File: src/rtl/tpd_pkg.sv
`timescale 1ns / 1ps

package tpd_pkg;

    // Datapath widths
    localparam int PHASE_W      = 32;
    localparam int LUT_SEGMENTS = 64;
    localparam int SEG_BITS     = 6;
    localparam int ROM_AW       = SEG_BITS + 1;
    localparam int FRAC_W       = PHASE_W - 2 - SEG_BITS;
    localparam int SINE_W       = 16;
    localparam int SINE_OUT_W   = 17;
    localparam int D_W          = 10;
    localparam int RAMP_W       = 25;
    localparam int PEAK_W       = 24;
    localparam int MOD_W        = 16;
    localparam int VOLT_W       = 25;
    localparam int MUL_W        = 25;
    localparam int PR_W         = 48;
    localparam int PR_HALF_W    = PR_W / 2;
    localparam int ACC_W        = 41;
    localparam int SUM_W        = 64;
    localparam int LANES        = 3;
    localparam int LANE_W       = 2;
    localparam int CFG_IDX_W    = 2;
    localparam int CFG_DATA_W   = 32;

    localparam logic [RAMP_W-1:0]  RAMP_ONE   = 25'h100_0000;
    localparam logic [PHASE_W-1:0] PH_HALF    = 32'h8000_0000;
    localparam logic [PHASE_W-1:0] PH_QUARTER = 32'h4000_0000;
    localparam logic [PHASE_W-1:0] PH_120     = 32'h5555_5555;
    localparam logic [PHASE_W-1:0] PH_240     = 32'hAAAA_AAAB;
    localparam logic [ROM_AW-1:0]  ROM_TOP    = 7'd64;

    localparam logic [FRAC_W+D_W-1:0] INTERP_HALF = 34'h0_0080_0000;
    localparam logic [ACC_W-1:0]      VOLT_HALF   = 41'h040_0000_0000;
    localparam logic [ACC_W-1:0]      MOD_HALF    = 41'h000_0080_0000;

    // Register reset values
    localparam logic [PHASE_W-1:0] PHASE_INC_RST  = 32'd25769804;
    localparam logic [PEAK_W-1:0]  PEAK_RST       = 24'd133763;
    localparam logic [MOD_W-1:0]   TARGET_MOD_RST = 16'd53494;
    localparam logic [RAMP_W-1:0]  RAMP_INC_RST   = 25'd1678;

    typedef enum logic [CFG_IDX_W-1:0] {
        REG_PHASE_INC,
        REG_PEAK_VOLTS,
        REG_TARGET_MOD,
        REG_RAMP_INC
    } cfg_reg_t;

    typedef enum logic [2:0] {
        ST_IDLE,
        ST_MOD,
        ST_PEAK,
        ST_LUT,
        ST_INTERP,
        ST_LO,
        ST_HI,
        ST_DONE
    } seq_state_t;

    // Quarter-wave sine, Q1.15, entry k = round(32768 * sin(k * pi / 128))
    function automatic logic [SINE_W-1:0] sine_rom(input logic [ROM_AW-1:0] k);
        logic [SINE_W-1:0] v;
        case (k)
            7'd0:  v = 16'd0;
            7'd1:  v = 16'd804;
            7'd2:  v = 16'd1608;
            7'd3:  v = 16'd2411;
            7'd4:  v = 16'd3212;
            7'd5:  v = 16'd4011;
            7'd6:  v = 16'd4808;
            7'd7:  v = 16'd5602;
            7'd8:  v = 16'd6393;
            7'd9:  v = 16'd7180;
            7'd10: v = 16'd7962;
            7'd11: v = 16'd8740;
            7'd12: v = 16'd9512;
            7'd13: v = 16'd10279;
            7'd14: v = 16'd11039;
            7'd15: v = 16'd11793;
            7'd16: v = 16'd12540;
            7'd17: v = 16'd13279;
            7'd18: v = 16'd14010;
            7'd19: v = 16'd14733;
            7'd20: v = 16'd15447;
            7'd21: v = 16'd16151;
            7'd22: v = 16'd16846;
            7'd23: v = 16'd17531;
            7'd24: v = 16'd18205;
            7'd25: v = 16'd18868;
            7'd26: v = 16'd19520;
            7'd27: v = 16'd20160;
            7'd28: v = 16'd20788;
            7'd29: v = 16'd21403;
            7'd30: v = 16'd22006;
            7'd31: v = 16'd22595;
            7'd32: v = 16'd23170;
            7'd33: v = 16'd23732;
            7'd34: v = 16'd24279;
            7'd35: v = 16'd24812;
            7'd36: v = 16'd25330;
            7'd37: v = 16'd25833;
            7'd38: v = 16'd26320;
            7'd39: v = 16'd26791;
            7'd40: v = 16'd27246;
            7'd41: v = 16'd27684;
            7'd42: v = 16'd28106;
            7'd43: v = 16'd28511;
            7'd44: v = 16'd28899;
            7'd45: v = 16'd29269;
            7'd46: v = 16'd29622;
            7'd47: v = 16'd29957;
            7'd48: v = 16'd30274;
            7'd49: v = 16'd30572;
            7'd50: v = 16'd30853;
            7'd51: v = 16'd31114;
            7'd52: v = 16'd31357;
            7'd53: v = 16'd31581;
            7'd54: v = 16'd31786;
            7'd55: v = 16'd31972;
            7'd56: v = 16'd32138;
            7'd57: v = 16'd32286;
            7'd58: v = 16'd32413;
            7'd59: v = 16'd32522;
            7'd60: v = 16'd32610;
            7'd61: v = 16'd32679;
            7'd62: v = 16'd32729;
            7'd63: v = 16'd32758;
            7'd64: v = 16'd32768;
            default: v = '0;
        endcase
        return v;
    endfunction

endpackage

File: src/rtl/tpd_tick_if.sv
`timescale 1ns / 1ps

interface tpd_tick_if ();
    logic valid;
    logic ready;
    logic restart;

    modport source (output valid, output restart, input ready);
    modport sink (input valid, input restart, output ready);
endinterface

File: src/rtl/tpd_result_if.sv
`timescale 1ns / 1ps

interface tpd_result_if import tpd_pkg::*; ();
    logic                         valid;
    logic                         ready;
    logic signed [SINE_OUT_W-1:0] sine_u;
    logic signed [SINE_OUT_W-1:0] sine_v;
    logic signed [SINE_OUT_W-1:0] sine_w;
    logic signed [VOLT_W-1:0]     volt_cmd_u;
    logic signed [VOLT_W-1:0]     volt_cmd_v;
    logic signed [VOLT_W-1:0]     volt_cmd_w;
    logic [MOD_W-1:0]             modulation_now;
    logic [RAMP_W-1:0]            ramp_now;
    logic [PHASE_W-1:0]           phase_now;

    modport source (
        output valid, output sine_u, output sine_v, output sine_w,
        output volt_cmd_u, output volt_cmd_v, output volt_cmd_w,
        output modulation_now, output ramp_now, output phase_now,
        input ready
    );
    modport sink (
        input valid, input sine_u, input sine_v, input sine_w,
        input volt_cmd_u, input volt_cmd_v, input volt_cmd_w,
        input modulation_now, input ramp_now, input phase_now,
        output ready
    );
endinterface

File: src/rtl/three_phase_dds_sine_reference_core.sv
`timescale 1ns / 1ps

// Three-phase DDS sine reference with soft start. Each tick transfer advances
// the Q1.24 ramp (saturating at 1.0), looks up U, V (+240 deg) and W (+120 deg)
// sines in a 65-entry quarter-wave table with linear interpolation, scales them
// by peak voltage and ramp into Q8.16 volt commands, then advances the 32-bit
// phase. A restart tick clears phase and ramp first. One 25x25 multiplier is
// shared under a sequencer: modulation, peak*ramp, then four passes per phase
// (table, interpolation, low and high partial product). The next tick is taken
// once the result has been loaded into the output register. Configuration writes
// are taken at any time and must only be issued while no tick is in flight.
module three_phase_dds_sine_reference_core
    import tpd_pkg::*;
(
    input  logic                  clk,
    input  logic                  rst_n,
    input  logic                  cfg_we,
    input  logic [CFG_IDX_W-1:0]  cfg_index,
    input  logic [CFG_DATA_W-1:0] cfg_data,
    tpd_tick_if.sink              tick,
    tpd_result_if.source          result
);

    seq_state_t state_reg, state_next;
    logic [LANE_W-1:0] lane_reg, lane_next;

    logic [PHASE_W-1:0] phase_inc_reg;
    logic [PEAK_W-1:0]  peak_reg;
    logic [MOD_W-1:0]   target_reg;
    logic [RAMP_W-1:0]  ramp_inc_reg;

    logic [PHASE_W-1:0] phase_reg, phase_next;
    logic [RAMP_W-1:0]  ramp_reg, ramp_next;
    logic               out_valid_reg, out_valid_next;

    logic [PHASE_W-1:0] ph_reg, ph_next;
    logic [PHASE_W-1:0] lane_ph_reg, lane_ph_next;
    logic [PR_W-1:0]    pr_reg, pr_next;
    logic [ACC_W-1:0]   acc_reg, acc_next;
    logic [SINE_W-1:0]  rom_a_reg, rom_a_next;
    logic [D_W-1:0]     rom_d_reg, rom_d_next;
    logic [FRAC_W-1:0]  frac_reg, frac_next;
    logic               neg_reg, neg_next;
    logic [SINE_W-1:0]  mag_reg, mag_next;
    logic [MOD_W-1:0]   mod_reg, mod_next;
    logic signed [SINE_OUT_W-1:0] sine_w_reg [LANES];
    logic signed [SINE_OUT_W-1:0] sine_w_next [LANES];
    logic signed [VOLT_W-1:0]     volt_w_reg [LANES];
    logic signed [VOLT_W-1:0]     volt_w_next [LANES];

    logic signed [SINE_OUT_W-1:0] out_sine_reg [LANES];
    logic signed [VOLT_W-1:0]     out_volt_reg [LANES];
    logic [MOD_W-1:0]   out_mod_reg;
    logic [RAMP_W-1:0]  out_ramp_reg;
    logic [PHASE_W-1:0] out_phase_reg;

    logic               accept;
    logic               out_free;
    logic               load_out;
    logic [MUL_W-1:0]   mul_a, mul_b;
    logic [2*MUL_W-1:0] mul_p;

    logic [PHASE_W-1:0] start_phase;
    logic [RAMP_W-1:0]  start_ramp;
    logic [RAMP_W:0]    ramp_sum;
    logic [RAMP_W-1:0]  ramp_step;

    logic [PHASE_W-2:0] fold_raw, folded;
    logic [ROM_AW-1:0]  rom_idx;
    logic [SINE_W-1:0]  rom_lo, rom_hi;
    logic [PHASE_W-1:0] lane_off;

    logic [FRAC_W+D_W-1:0] interp_sum;
    logic [ACC_W-1:0]      mod_sum;
    logic [SUM_W-1:0]      volt_sum;
    logic [VOLT_W-1:0]     volt_mag;

    assign accept   = tick.valid && tick.ready;
    assign out_free = !out_valid_reg || result.ready;

    // Shared multiplier
    assign mul_p = mul_a * mul_b;

    // Sequencer: next state
    always_comb
    begin
        state_next = state_reg;
        lane_next  = lane_reg;
        case (state_reg)
            ST_IDLE:
            begin
                if (tick.valid)
                begin
                    state_next = ST_MOD;
                end
                lane_next = '0;
            end
            ST_MOD:    state_next = ST_PEAK;
            ST_PEAK:   state_next = ST_LUT;
            ST_LUT:    state_next = ST_INTERP;
            ST_INTERP: state_next = ST_LO;
            ST_LO:     state_next = ST_HI;
            ST_HI:
            begin
                if (lane_reg == LANE_W'(LANES - 1))
                begin
                    state_next = ST_DONE;
                end
                else
                begin
                    state_next = ST_LUT;
                    lane_next  = lane_reg + 1'b1;
                end
            end
            ST_DONE:
            begin
                if (out_free)
                begin
                    state_next = ST_IDLE;
                end
            end
            default: state_next = ST_IDLE;
        endcase
    end

    // Sequencer: outputs (handshake, multiplier operands, output load)
    always_comb
    begin
        tick.ready = 1'b0;
        load_out   = 1'b0;
        mul_a      = '0;
        mul_b      = '0;
        case (state_reg)
            ST_IDLE:   tick.ready = 1'b1;
            ST_MOD:
            begin
                mul_a = MUL_W'(target_reg);
                mul_b = ramp_reg;
            end
            ST_PEAK:
            begin
                mul_a = MUL_W'(peak_reg);
                mul_b = ramp_reg;
            end
            ST_INTERP:
            begin
                mul_a = MUL_W'(rom_d_reg);
                mul_b = MUL_W'(frac_reg);
            end
            ST_LO:
            begin
                mul_a = MUL_W'(pr_reg[PR_HALF_W-1:0]);
                mul_b = MUL_W'(mag_reg);
            end
            ST_HI:
            begin
                mul_a = MUL_W'(pr_reg[PR_W-1:PR_HALF_W]);
                mul_b = MUL_W'(mag_reg);
            end
            ST_DONE:   load_out = out_free;
            default:   ;
        endcase
    end

    // Tick start: restart, ramp advance with saturation
    always_comb
    begin
        start_phase = tick.restart ? '0 : phase_reg;
        start_ramp  = tick.restart ? '0 : ramp_reg;
        ramp_sum    = {1'b0, start_ramp} + {1'b0, ramp_inc_reg};
        if (start_ramp >= RAMP_ONE)
        begin
            ramp_step = start_ramp;
        end
        else if (ramp_sum > {1'b0, RAMP_ONE})
        begin
            ramp_step = RAMP_ONE;
        end
        else
        begin
            ramp_step = ramp_sum[RAMP_W-1:0];
        end
    end

    // Fold into the first quadrant; 90 degrees exactly lands on the top entry
    always_comb
    begin
        fold_raw = lane_ph_reg[PHASE_W-2:0];
        if (fold_raw > PH_QUARTER[PHASE_W-2:0])
        begin
            folded = (PHASE_W-1)'(PH_HALF - {1'b0, fold_raw});
        end
        else
        begin
            folded = fold_raw;
        end
        rom_idx = folded[PHASE_W-2:FRAC_W];
        rom_lo  = sine_rom(rom_idx);
        rom_hi  = sine_rom(rom_idx + 1'b1);
    end

    // Offset of the next lane: V after U, W after V
    always_comb
    begin
        case (lane_reg)
            2'd0:    lane_off = PH_240;
            default: lane_off = PH_120;
        endcase
    end

    assign interp_sum = mul_p[FRAC_W+D_W-1:0] + INTERP_HALF;
    assign mod_sum    = mul_p[ACC_W-1:0] + MOD_HALF;
    assign volt_sum   = SUM_W'(acc_reg) + {mul_p[ACC_W-2:0], {PR_HALF_W{1'b0}}};
    assign volt_mag   = volt_sum[SUM_W-1:SUM_W-VOLT_W];

    // Datapath next values
    always_comb
    begin
        phase_next   = phase_reg;
        ramp_next    = ramp_reg;
        ph_next      = ph_reg;
        lane_ph_next = lane_ph_reg;
        pr_next      = pr_reg;
        acc_next     = acc_reg;
        rom_a_next   = rom_a_reg;
        rom_d_next   = rom_d_reg;
        frac_next    = frac_reg;
        neg_next     = neg_reg;
        mag_next     = mag_reg;
        mod_next     = mod_reg;
        sine_w_next  = sine_w_reg;
        volt_w_next  = volt_w_reg;
        case (state_reg)
            ST_IDLE:
            begin
                if (accept)
                begin
                    ph_next    = start_phase;
                    phase_next = start_phase + phase_inc_reg;
                    ramp_next  = ramp_step;
                end
            end
            ST_MOD:
            begin
                mod_next = mod_sum[ACC_W-2:ACC_W-1-MOD_W];
            end
            ST_PEAK:
            begin
                pr_next      = mul_p[PR_W-1:0];
                lane_ph_next = ph_reg;
            end
            ST_LUT:
            begin
                rom_a_next = rom_lo;
                // top entry has no successor
                if (rom_idx == ROM_TOP || rom_hi < rom_lo)
                begin
                    rom_d_next = '0;
                end
                else
                begin
                    rom_d_next = D_W'(rom_hi - rom_lo);
                end
                frac_next = folded[FRAC_W-1:0];
                neg_next  = lane_ph_reg[PHASE_W-1];
            end
            ST_INTERP:
            begin
                mag_next = rom_a_reg + SINE_W'(interp_sum[FRAC_W+D_W-1:FRAC_W]);
                sine_w_next[lane_reg] = neg_reg ? -$signed({1'b0, mag_next})
                                                : $signed({1'b0, mag_next});
            end
            ST_LO:
            begin
                acc_next = mul_p[ACC_W-1:0] + VOLT_HALF;
            end
            ST_HI:
            begin
                volt_w_next[lane_reg] = neg_reg ? -$signed(volt_mag) : $signed(volt_mag);
                lane_ph_next = ph_reg + lane_off;
            end
            default: ;
        endcase
    end

    assign out_valid_next = load_out || (out_valid_reg && !result.ready);

    // Control state and registers
    always_ff @(posedge clk or negedge rst_n)
    begin
        if (!rst_n)
        begin
            state_reg     <= ST_IDLE;
            lane_reg      <= '0;
            out_valid_reg <= 1'b0;
            phase_reg     <= '0;
            ramp_reg      <= '0;
            phase_inc_reg <= PHASE_INC_RST;
            peak_reg      <= PEAK_RST;
            target_reg    <= TARGET_MOD_RST;
            ramp_inc_reg  <= RAMP_INC_RST;
        end
        else
        begin
            state_reg     <= state_next;
            lane_reg      <= lane_next;
            out_valid_reg <= out_valid_next;
            phase_reg     <= phase_next;
            ramp_reg      <= ramp_next;
            if (cfg_we)
            begin
                case (cfg_reg_t'(cfg_index))
                    REG_PHASE_INC:  phase_inc_reg <= cfg_data[PHASE_W-1:0];
                    REG_PEAK_VOLTS: peak_reg      <= cfg_data[PEAK_W-1:0];
                    REG_TARGET_MOD: target_reg    <= cfg_data[MOD_W-1:0];
                    REG_RAMP_INC:   ramp_inc_reg  <= cfg_data[RAMP_W-1:0];
                    default: ;
                endcase
            end
        end
    end

    // Working and output payload
    always_ff @(posedge clk)
    begin
        ph_reg      <= ph_next;
        lane_ph_reg <= lane_ph_next;
        pr_reg      <= pr_next;
        acc_reg     <= acc_next;
        rom_a_reg   <= rom_a_next;
        rom_d_reg   <= rom_d_next;
        frac_reg    <= frac_next;
        neg_reg     <= neg_next;
        mag_reg     <= mag_next;
        mod_reg     <= mod_next;
        sine_w_reg  <= sine_w_next;
        volt_w_reg  <= volt_w_next;
        if (load_out)
        begin
            out_sine_reg  <= sine_w_reg;
            out_volt_reg  <= volt_w_reg;
            out_mod_reg   <= mod_reg;
            out_ramp_reg  <= ramp_reg;
            out_phase_reg <= ph_reg;
        end
    end

    assign result.valid          = out_valid_reg;
    assign result.sine_u         = out_sine_reg[0];
    assign result.sine_v         = out_sine_reg[1];
    assign result.sine_w         = out_sine_reg[2];
    assign result.volt_cmd_u     = out_volt_reg[0];
    assign result.volt_cmd_v     = out_volt_reg[1];
    assign result.volt_cmd_w     = out_volt_reg[2];
    assign result.modulation_now = out_mod_reg;
    assign result.ramp_now       = out_ramp_reg;
    assign result.phase_now      = out_phase_reg;

endmodule

File: src/flat_wrapper.sv
// flat-port wrapper written by rule: the top's interface ports become plain ports
module three_phase_dds_sine_reference_core_flat import tpd_pkg::*;
  (clk, rst_n, cfg_we, cfg_index, cfg_data, tick_valid, tick_restart, tick_ready, result_valid, result_sine_u, result_sine_v, result_sine_w, result_volt_cmd_u, result_volt_cmd_v, result_volt_cmd_w, result_modulation_now, result_ramp_now, result_phase_now, result_ready);
  tpd_tick_if tick_i ();
  tpd_result_if result_i ();
  input  logic clk;
  input  logic rst_n;
  input  logic cfg_we;
  input  logic [CFG_IDX_W-1:0] cfg_index;
  input  logic [CFG_DATA_W-1:0] cfg_data;
  input wire logic [$bits(tick_i.valid)-1:0] tick_valid;
  input wire logic [$bits(tick_i.restart)-1:0] tick_restart;
  output wire logic [$bits(tick_i.ready)-1:0] tick_ready;
  output wire logic [$bits(result_i.valid)-1:0] result_valid;
  output wire logic [$bits(result_i.sine_u)-1:0] result_sine_u;
  output wire logic [$bits(result_i.sine_v)-1:0] result_sine_v;
  output wire logic [$bits(result_i.sine_w)-1:0] result_sine_w;
  output wire logic [$bits(result_i.volt_cmd_u)-1:0] result_volt_cmd_u;
  output wire logic [$bits(result_i.volt_cmd_v)-1:0] result_volt_cmd_v;
  output wire logic [$bits(result_i.volt_cmd_w)-1:0] result_volt_cmd_w;
  output wire logic [$bits(result_i.modulation_now)-1:0] result_modulation_now;
  output wire logic [$bits(result_i.ramp_now)-1:0] result_ramp_now;
  output wire logic [$bits(result_i.phase_now)-1:0] result_phase_now;
  input wire logic [$bits(result_i.ready)-1:0] result_ready;
  assign tick_i.valid = tick_valid;
  assign tick_i.restart = tick_restart;
  assign tick_ready = tick_i.ready;
  assign result_valid = result_i.valid;
  assign result_sine_u = result_i.sine_u;
  assign result_sine_v = result_i.sine_v;
  assign result_sine_w = result_i.sine_w;
  assign result_volt_cmd_u = result_i.volt_cmd_u;
  assign result_volt_cmd_v = result_i.volt_cmd_v;
  assign result_volt_cmd_w = result_i.volt_cmd_w;
  assign result_modulation_now = result_i.modulation_now;
  assign result_ramp_now = result_i.ramp_now;
  assign result_phase_now = result_i.phase_now;
  assign result_i.ready = result_ready;
  three_phase_dds_sine_reference_core u_core (.clk(clk), .rst_n(rst_n), .cfg_we(cfg_we), .cfg_index(cfg_index), .cfg_data(cfg_data), .tick(tick_i), .result(result_i));
endmodule
File: config.mk
export PLATFORM = sky130hd
export DESIGN_NAME = three_phase_dds_sine_reference_core_flat
export DESIGN_NICKNAME = d
export VERILOG_FILES = /design/src/rtl/tpd_pkg.sv /design/src/rtl/tpd_tick_if.sv /design/src/rtl/tpd_result_if.sv /design/src/rtl/three_phase_dds_sine_reference_core.sv /design/src/flat_wrapper.sv
export SDC_FILE = /design/constraint.sdc
export NUM_CORES = 2
export LEC_CHECK = 0
export BUFFER_PORTS_ARGS = -buffer_cell sky130_fd_sc_hd__buf_2
export CAP_MARGIN = 20
export CORE_MARGIN = 2
export CORE_UTILIZATION = 37
export CTS_BUF_LIST = sky130_fd_sc_hd__clkbuf_16
export DETAILED_ROUTE_END_ITERATION = 12
export PLACE_DENSITY = 0.53
export SLEW_MARGIN = 20
export SYNTH_ARGS = -nofsm -noshare
export SYNTH_HDL_FRONTEND = slang
export SYNTH_SLANG_ARGS = --single-unit
File: constraint.sdc
create_clock -name clk -period 12.95 [get_ports clk]
set_input_delay 2.59 -clock clk [delete_from_list [all_inputs] [get_ports clk]]
set_output_delay 2.59 -clock clk [all_outputs]
set_load 0.01 [all_outputs]
After elaboration in Yosys (flattened, before gate mapping)
Memory sizes are Yosys's and may differ from the RTL's.
Index checks and enable logic that the tools add are counted.
Storage, ports and cells
  bits in registers: 721
  memory bits (read-only): 4096
  input port bits: 40
  output and inout bits: 201
  logic and storage cells: 120
  memories kept: 2
Operators by class
  $add $sub $neg: 14
  $mul: 1
  order comparisons: 6
  equal/unequal tests: 15
  muxes and demuxes: 25
  bitwise operators: 1
  reduce and logical (&&, ||, !) cells: 22
Memories
  (name not given): words 128, width 16, read ports 1, clocked after memory_dff 0, wr ports 0, RTL line tpd_pkg.sv:66  | case (k)
  (name not given): words 128, width 16, read ports 1, clocked after memory_dff 0, wr ports 0, RTL line tpd_pkg.sv:66
Operator list (count)
  $mux W25: 5
  $pmux W24 S5: 1
  $bwmux W75: 1
  $pmux W25 S3: 1
  $add A32 B32 Y32: 2
  $add A41 B64 Y64: 1
  $mux W32: 2
  $pmux W32 S2: 1
  $bwmux W51: 1
  $demux W25 S2: 1
  $mul A24 B25 Y48: 1
  $add A41 B39 Y41 const B: 1
  $add A40 B24 Y40 const B: 1
  $add A34 B24 Y34 const B: 1
  $demux W17 S2: 1
  $mux W17: 2
  $gt A31 B31 Y1 const B: 1
  $mux W31: 1
  $sub A1 B31 Y31 const A: 1
  $add A25 B25 Y26: 1
  $gt A26 B25 Y1 const B: 1
  $ge A25 B25 Y1 const B: 1
  $neg A25 Y25: 1
  $pmux W3 S8: 1
  29 further kinds: 53

Longest topological paths before layout
  depth after elaboration: 9
  mapped depth: 46
  gate-level depth less buffers: 42

Worst setup path before layout
OpenSTA, ideal clock, no wires.
  path type: register to register
  start point: register u_core.state_reg[0]
  end point: register u_core.sine_w_reg[15] in the netlist's numbering, data pin
  setup time: 0.273 ns
  arrival: 11.633 ns
  required time: 12.677 ns
  setup slack: 1.044 ns
  stages on the path, launching flop included: 39
  buffers on the path: 4
  clock period less this slack: 11.906 ns
  cells stage by stage: dfrtp_1 > nand2b_1 > clkbuf_1 > nor2_1 > clkbuf_1 > a221o_1 > clkbuf_1 > nand2_1 > fa_1 > fa_1 > fa_1 > fa_1 > inv_1 > fa_1 > fa_1 > inv_1 > fa_1 > inv_1 > [... 3 more ...] > o21ai_1 > a22oi_1 > nand2_2 > o311ai_2 > inv_1 > ha_1 > xnor2_1 > fa_1 > a21o_1 > a21oi_1 > o21bai_1 > a21oi_1 > xnor2_1 > or3_1 > or3_1 > or4b_1 > o21ai_0 > xnor2_1
Between the ends
  cells in the longest elaborated chain, start to end: 9
  elaborated cells between the ends (all ways): 15
  classes of those cells: 3 x add/sub; 1 x mul; 5 x eq/ne; 4 x mux; 2 x reduce/logical
RTL lines
  from (decl): RTL line three_phase_dds_sine_reference_core.sv:24  | seq_state_t state_reg, state_next;
  from (signal assigned): RTL line three_phase_dds_sine_reference_core.sv:305  | state_reg <= state_next;
  $eq A3 B3 Y1 (tied with other cells): RTL line three_phase_dds_sine_reference_core.sv:133  | case (state_reg)
  $reduce_or A2 Y1 (no source line)
  $pmux W25 S3: RTL line three_phase_dds_sine_reference_core.sv:133
  $mul A24 B25 Y48 *: RTL line three_phase_dds_sine_reference_core.sv:82  | assign mul_p = mul_a * mul_b;
  net u_core.mul_p[24]: RTL line three_phase_dds_sine_reference_core.sv:61  | logic [2*MUL_W-1:0] mul_p;
  $add A34 B24 Y34 *: RTL line three_phase_dds_sine_reference_core.sv:211  | assign interp_sum = mul_p[FRAC_W+D_W-1:0] + INTERP_HALF;
  net u_core.interp_sum[25]: RTL line three_phase_dds_sine_reference_core.sv:73  | logic [FRAC_W+D_W-1:0] interp_sum;
  $add A16 B10 Y16 *: RTL line three_phase_dds_sine_reference_core.sv:269  | mag_next = rom_a_reg + SINE_W'(interp_sum[FRAC_W+D_W-1:FRAC_W]);
  $neg A16 Y17: RTL line three_phase_dds_sine_reference_core.sv:270  | sine_w_next[lane_reg] = neg_reg ? -$signed({1'b0, mag_next})
  $mux W17 *: RTL line three_phase_dds_sine_reference_core.sv:270
  $bwmux W51 *: RTL line three_phase_dds_sine_reference_core.sv:270
  to (signal assigned): RTL line three_phase_dds_sine_reference_core.sv:336  | sine_w_reg <= sine_w_next;
  to (decl): RTL line three_phase_dds_sine_reference_core.sv:46  | logic signed [SINE_OUT_W-1:0] sine_w_reg [LANES];
The timed path passes the listed nets; every way through them passes the cells marked *.
A chain may end at the register's enable or synchronous reset.

Worst setup path after layout
  start point: register u_core.state_reg[2]
  end point: register u_core.sine_w_reg[49] in the netlist's numbering, data pin
Same word-level chain as after synthesis.

==> impl_summary.log <==
[metrics] Largest stage delay, worst path: 0.78 ns
[metrics] count of buffer and inverter cells on the critical path: 8
[metrics] DIE AREA: between 150000 and 200000 um2
[metrics] final setup violation count: 0
[metrics] Final Max Tran Viols: 0
[metrics] Critical Path Fanout Max: 22
[metrics] number of enable flip-flop cells after synthesis: approximately 540
[metrics] utilization after layout: a little over two fifths
[metrics] CP Data Arrival Time: around 13 ns
[metrics] dominant cell type by count on the critical path: fa_1
[metrics] number of register bits inferred by synthesis: ~700
[metrics] Synth Area in Compound Gates: between 10% and 20%
[metrics] Required @ worst endpoint: ~13 ns
[metrics] Max Buffers Root-to-Sink: 3
[metrics] final period utilization: between 90% and 100%
[metrics] startpoint of the worst setup timing path: u_core.state_reg[2]$_DFFE_PN0P_
[metrics] startpoint kind of the worst setup timing path: flop
[metrics] setup total negative slack: 0 ns
[metrics] post-synthesis sequential area ratio: between 30% and 40%
[metrics] per-cell via count in the routed design: 5.37
[metrics] predominant post-synthesis flop cell: edfxtp_1
[metrics] Worst-path clk slew: ~0.06 ns
[metrics] net count after synthesis: between 6000 and 7000
[metrics] FFs w/ async S/R, synth: between 20% and 30%
[metrics] setup skew after layout: 0.0459 ns
[metrics] Chip Width: roughly 390 um
[metrics] setup repair after global routing missed its margin: no
[metrics] starting utilization of the core area: about 37%
[metrics] number of fill cells in the layout: around 14000
[metrics] area added between synthesis and finish: 12.3%
[metrics] I/O Pins: 241
[metrics] critical path depth in cells: 38
[metrics] Core ar.: around 150000 um2
[metrics] number of design-rule violations left by the first detailed-router iteration: between 3000 and 4000
[metrics] worst setup path end: u_core.sine_w_reg[49]$_DFFE_PP_
[metrics] share of post-route cells with drive strength above 1: between 10 and 15%
[metrics] CTS H-tree depth: 3
[metrics] Least-Margin Pin Slew: about 1.2 ns
[metrics] cell area after synthesis: about 54000 um2
[metrics] xor-xnor portion of the synthesized cell area: 4.22%
[metrics] overall overflow remaining after global route: 0
[metrics] Min-Delay Path Class: reg2reg
[metrics] clock sink count: 697
[metrics] vertical die dimension: slightly below 400 um
[metrics] first drt pass iteration count: 6
[metrics] number of antenna violations at the first check in global routing: 13
[metrics] count of port buffers added during placement: between 200 and 250
[metrics] post-synthesis share of cell area spent on full adders, half adders and majority gates: a little over a quarter
[metrics] Max Freq: 0.0799 GHz
[metrics] number of clock buffers inserted by TritonCTS: 77
[metrics] count of different cell masters after synthesis: 115
[metrics] kind of critical path: reg2reg
[metrics] proportion of synthesized area in mux cells: between 2 and 3%
[metrics] standard cell with the maximum stage delay on the critical path: dfrtp_2
[metrics] global-route usage over all layers: about a quarter
[metrics] Worst R2R End: u_core.sine_w_reg[49]$_DFFE_PP_
[metrics] Final GP Congestion: between 0.9 and 1
[metrics] number of flip-flops under the largest register name: 75
[metrics] largest net degree at the start of global routing: 90
[metrics] depth of the worst register-to-register path: 38
[metrics] worst skew pair latency: about 0.70 ns
[metrics] largest family of logic cells by synthesized area: adder cells
[metrics] TritonCTS clock tree: done
[metrics] run status: finished clean
[metrics] post-CTS resize count: 0
[metrics] Post-CTS Setup Inserts: 0
[metrics] relative slew slack: 19.8%
[metrics] via total after detailed routing: ~40000
[metrics] number of remaining DRC errors: 0
[metrics] nature of the critical path endpoint: flop
[metrics] cts-stage hold buffer count: 0
[metrics] final count of hold timing violations: 0
[metrics] Avg Synthesized Cell Area: ~10 um2
[metrics] average wire per standard cell: ~24 um
[metrics] Routed Wire Length: 182000 um
[metrics] net total in the final layout: 6360
[metrics] flop-to-flop setup slack: 0.44 ns
[metrics] final std cell area, no fill: approximately 61000 um2
[metrics] vias in the first global route: 39800
[metrics] final antenna-violating net count: 0
[metrics] Clock Tree Root: clkbuf_16
[metrics] hold slack: 0.386 ns
[metrics] launch point of the worst reg-to-reg path: u_core.state_reg[2]$_DFFE_PN0P_
[metrics] count of warnings emitted by yosys: 0
[metrics] kind of cell with the highest combined delay on the critical path: adder cells
[metrics] synthesized instance count: approximately 5200
[metrics] Post-DP HPWL: roughly 140000 um
[metrics] first-pass GRT wire length: 267000 um
[metrics] count of maximum capacitance violations: 0
[metrics] synthesized-area fraction occupied by and/or/nand/nor cells: between 10% and 20%
[metrics] Site Rows: 140
[metrics] instance area after placement: just under 60000 um2
[metrics] time the final worst path needs with I/O delays and setup: approximately 13 ns
==> how the worst min path moves through the flow <==
stage                                     startpoint                                          to  slack (ns)  depth (start not counted)
finish               u_core.sine_w_reg[25]$_DFFE_PP_           u_core.result.sine_v[8]$_DFFE_PP_        0.39                          0
global route         u_core.sine_w_reg[25]$_DFFE_PP_           u_core.result.sine_v[8]$_DFFE_PP_        0.39                          0
CTS                  u_core.sine_w_reg[25]$_DFFE_PP_           u_core.result.sine_v[8]$_DFFE_PP_        0.37                          0
detailed placement      u_core.mod_reg[15]$_DFFE_PN_  u_core.result.modulation_now[15]$_DFFE_PP_        0.40                          0
global placement     u_core.volt_w_reg[30]$_DFFE_PP_       u_core.result.volt_cmd_v[5]$_DFFE_PP_        0.40                          0
floorplan           u_core.lane_ph_reg[31]$_DFFE_PP_                    u_core.neg_reg$_DFFE_PN_        0.40                          0
==> cells by family after synthesis <==
family                   count (synthesis)
AND/OR/NAND/NOR                       1482
buffers and inverters                  940
AO/OA/AOI/OAI                          867
adder cells (fa/ha/maj)                834
flip-flops                             697
XOR/XNOR                               247
multiplexers                           147
==> metal layers <==
metal / vias to the layer above / part of all wire, % / GRT usage (%)
met5: - / 0.048 / 0
met4: 12 / 2.9 / 6.83
met3: 229 / 9.5 / 6.62
met2: 1628 / 46 / 38.0
met1: 20200 / 42 / 32.3
li1: 18100 / - / -
==> cell usage after synthesis, types with 49 or more instances <==
cell | number | area share [%]
inv_1 | 702 | 4.8
nand2_1 | 657 | 4.5
edfxtp_1 | 537 | 30
fa_1 | 508 | 19
nor2_1 | 428 | 3.0
ha_1 | 326 | 7.5
o21ai_0 | 183 | 1.7
clkbuf_1 | 177 | 1.2
a21oi_1 | 174 | 1.6
xnor2_1 | 163 | 2.6
dfrtp_1 | 127 | 5.8
mux2_2 | 97 | 2.0
nor2b_1 | 72 | 0.83
xor2_1 | 71 | 1.1
nand3_1 | 66 | 0.61
mux2i_1 | 49 | 0.90
nor3_1 | 49 | 0.45
==> per-stage QoR <==
step / setup WS [ns] / cells
5_1_grt: 0.113 / 7465
3_3_place_gp: 0.696 / 7323
3_5_place_dp: 0.608 / 7323
6_report: 0.439 / 7466
2_1_floorplan: 1.04 / 5214
4_1_cts: 0.584 / 7464
==> cell usage in the layout (no fill, tap or decap), drive strengths merged, types with 12 or more instances in the layout <==
cell type / synthesis / final
nor3: 53 / 53
nor4: 15 / 15
nor2: 429 / 430
dfstp: 33 / 33
o22ai: 17 / 17
a21o: 43 / 43
inv: 714 / 735
a31oi: 29 / 29
nand2b: 40 / 40
mux2i: 49 / 49
clkinv: 2 / 31
a221o: 18 / 18
o31ai: 35 / 35
o21ai: 231 / 231
buf: 47 / 416
a211oi: 39 / 39
and2: 36 / 36
a221oi: 22 / 22
a311oi: 12 / 12
xnor2: 174 / 174
a21oi: 182 / 182
o21a: 47 / 47
or3: 19 / 19
edfxtp: 537 / 537
nand4: 21 / 21
nor2b: 72 / 72
clkbuf: 177 / 80
mux2: 98 / 98
ha: 326 / 326
o21bai: 22 / 22
a22oi: 16 / 16
nand3: 69 / 69
xor2: 73 / 73
dfrtp: 127 / 127
nand2: 660 / 660
o211ai: 30 / 30
a22o: 29 / 29
fa: 508 / 508
and3: 20 / 20
==> cell type report <==
cell class / count / area (um2) / share of cell area [%]
Antenna cell: 1 / 2.50 / 0.00409
Clock buffer: 80 / 2000 / 3.27
Tap cell: 1917 / 2400 / 3.92
Inverter: 716 / 2690 / 4.40
Timing Repair Buffer: 416 / 2580 / 4.22
Multi-Input combinational cell: 3578 / 30800 / 50.4
Sequential cell: 697 / 20200 / 33.0
Clock inverter: 61 / 488 / 0.798
Power is left out: the tool's default activity adds up to more than one toggle a clock period on the data nets, which glitch-free logic cannot reach.
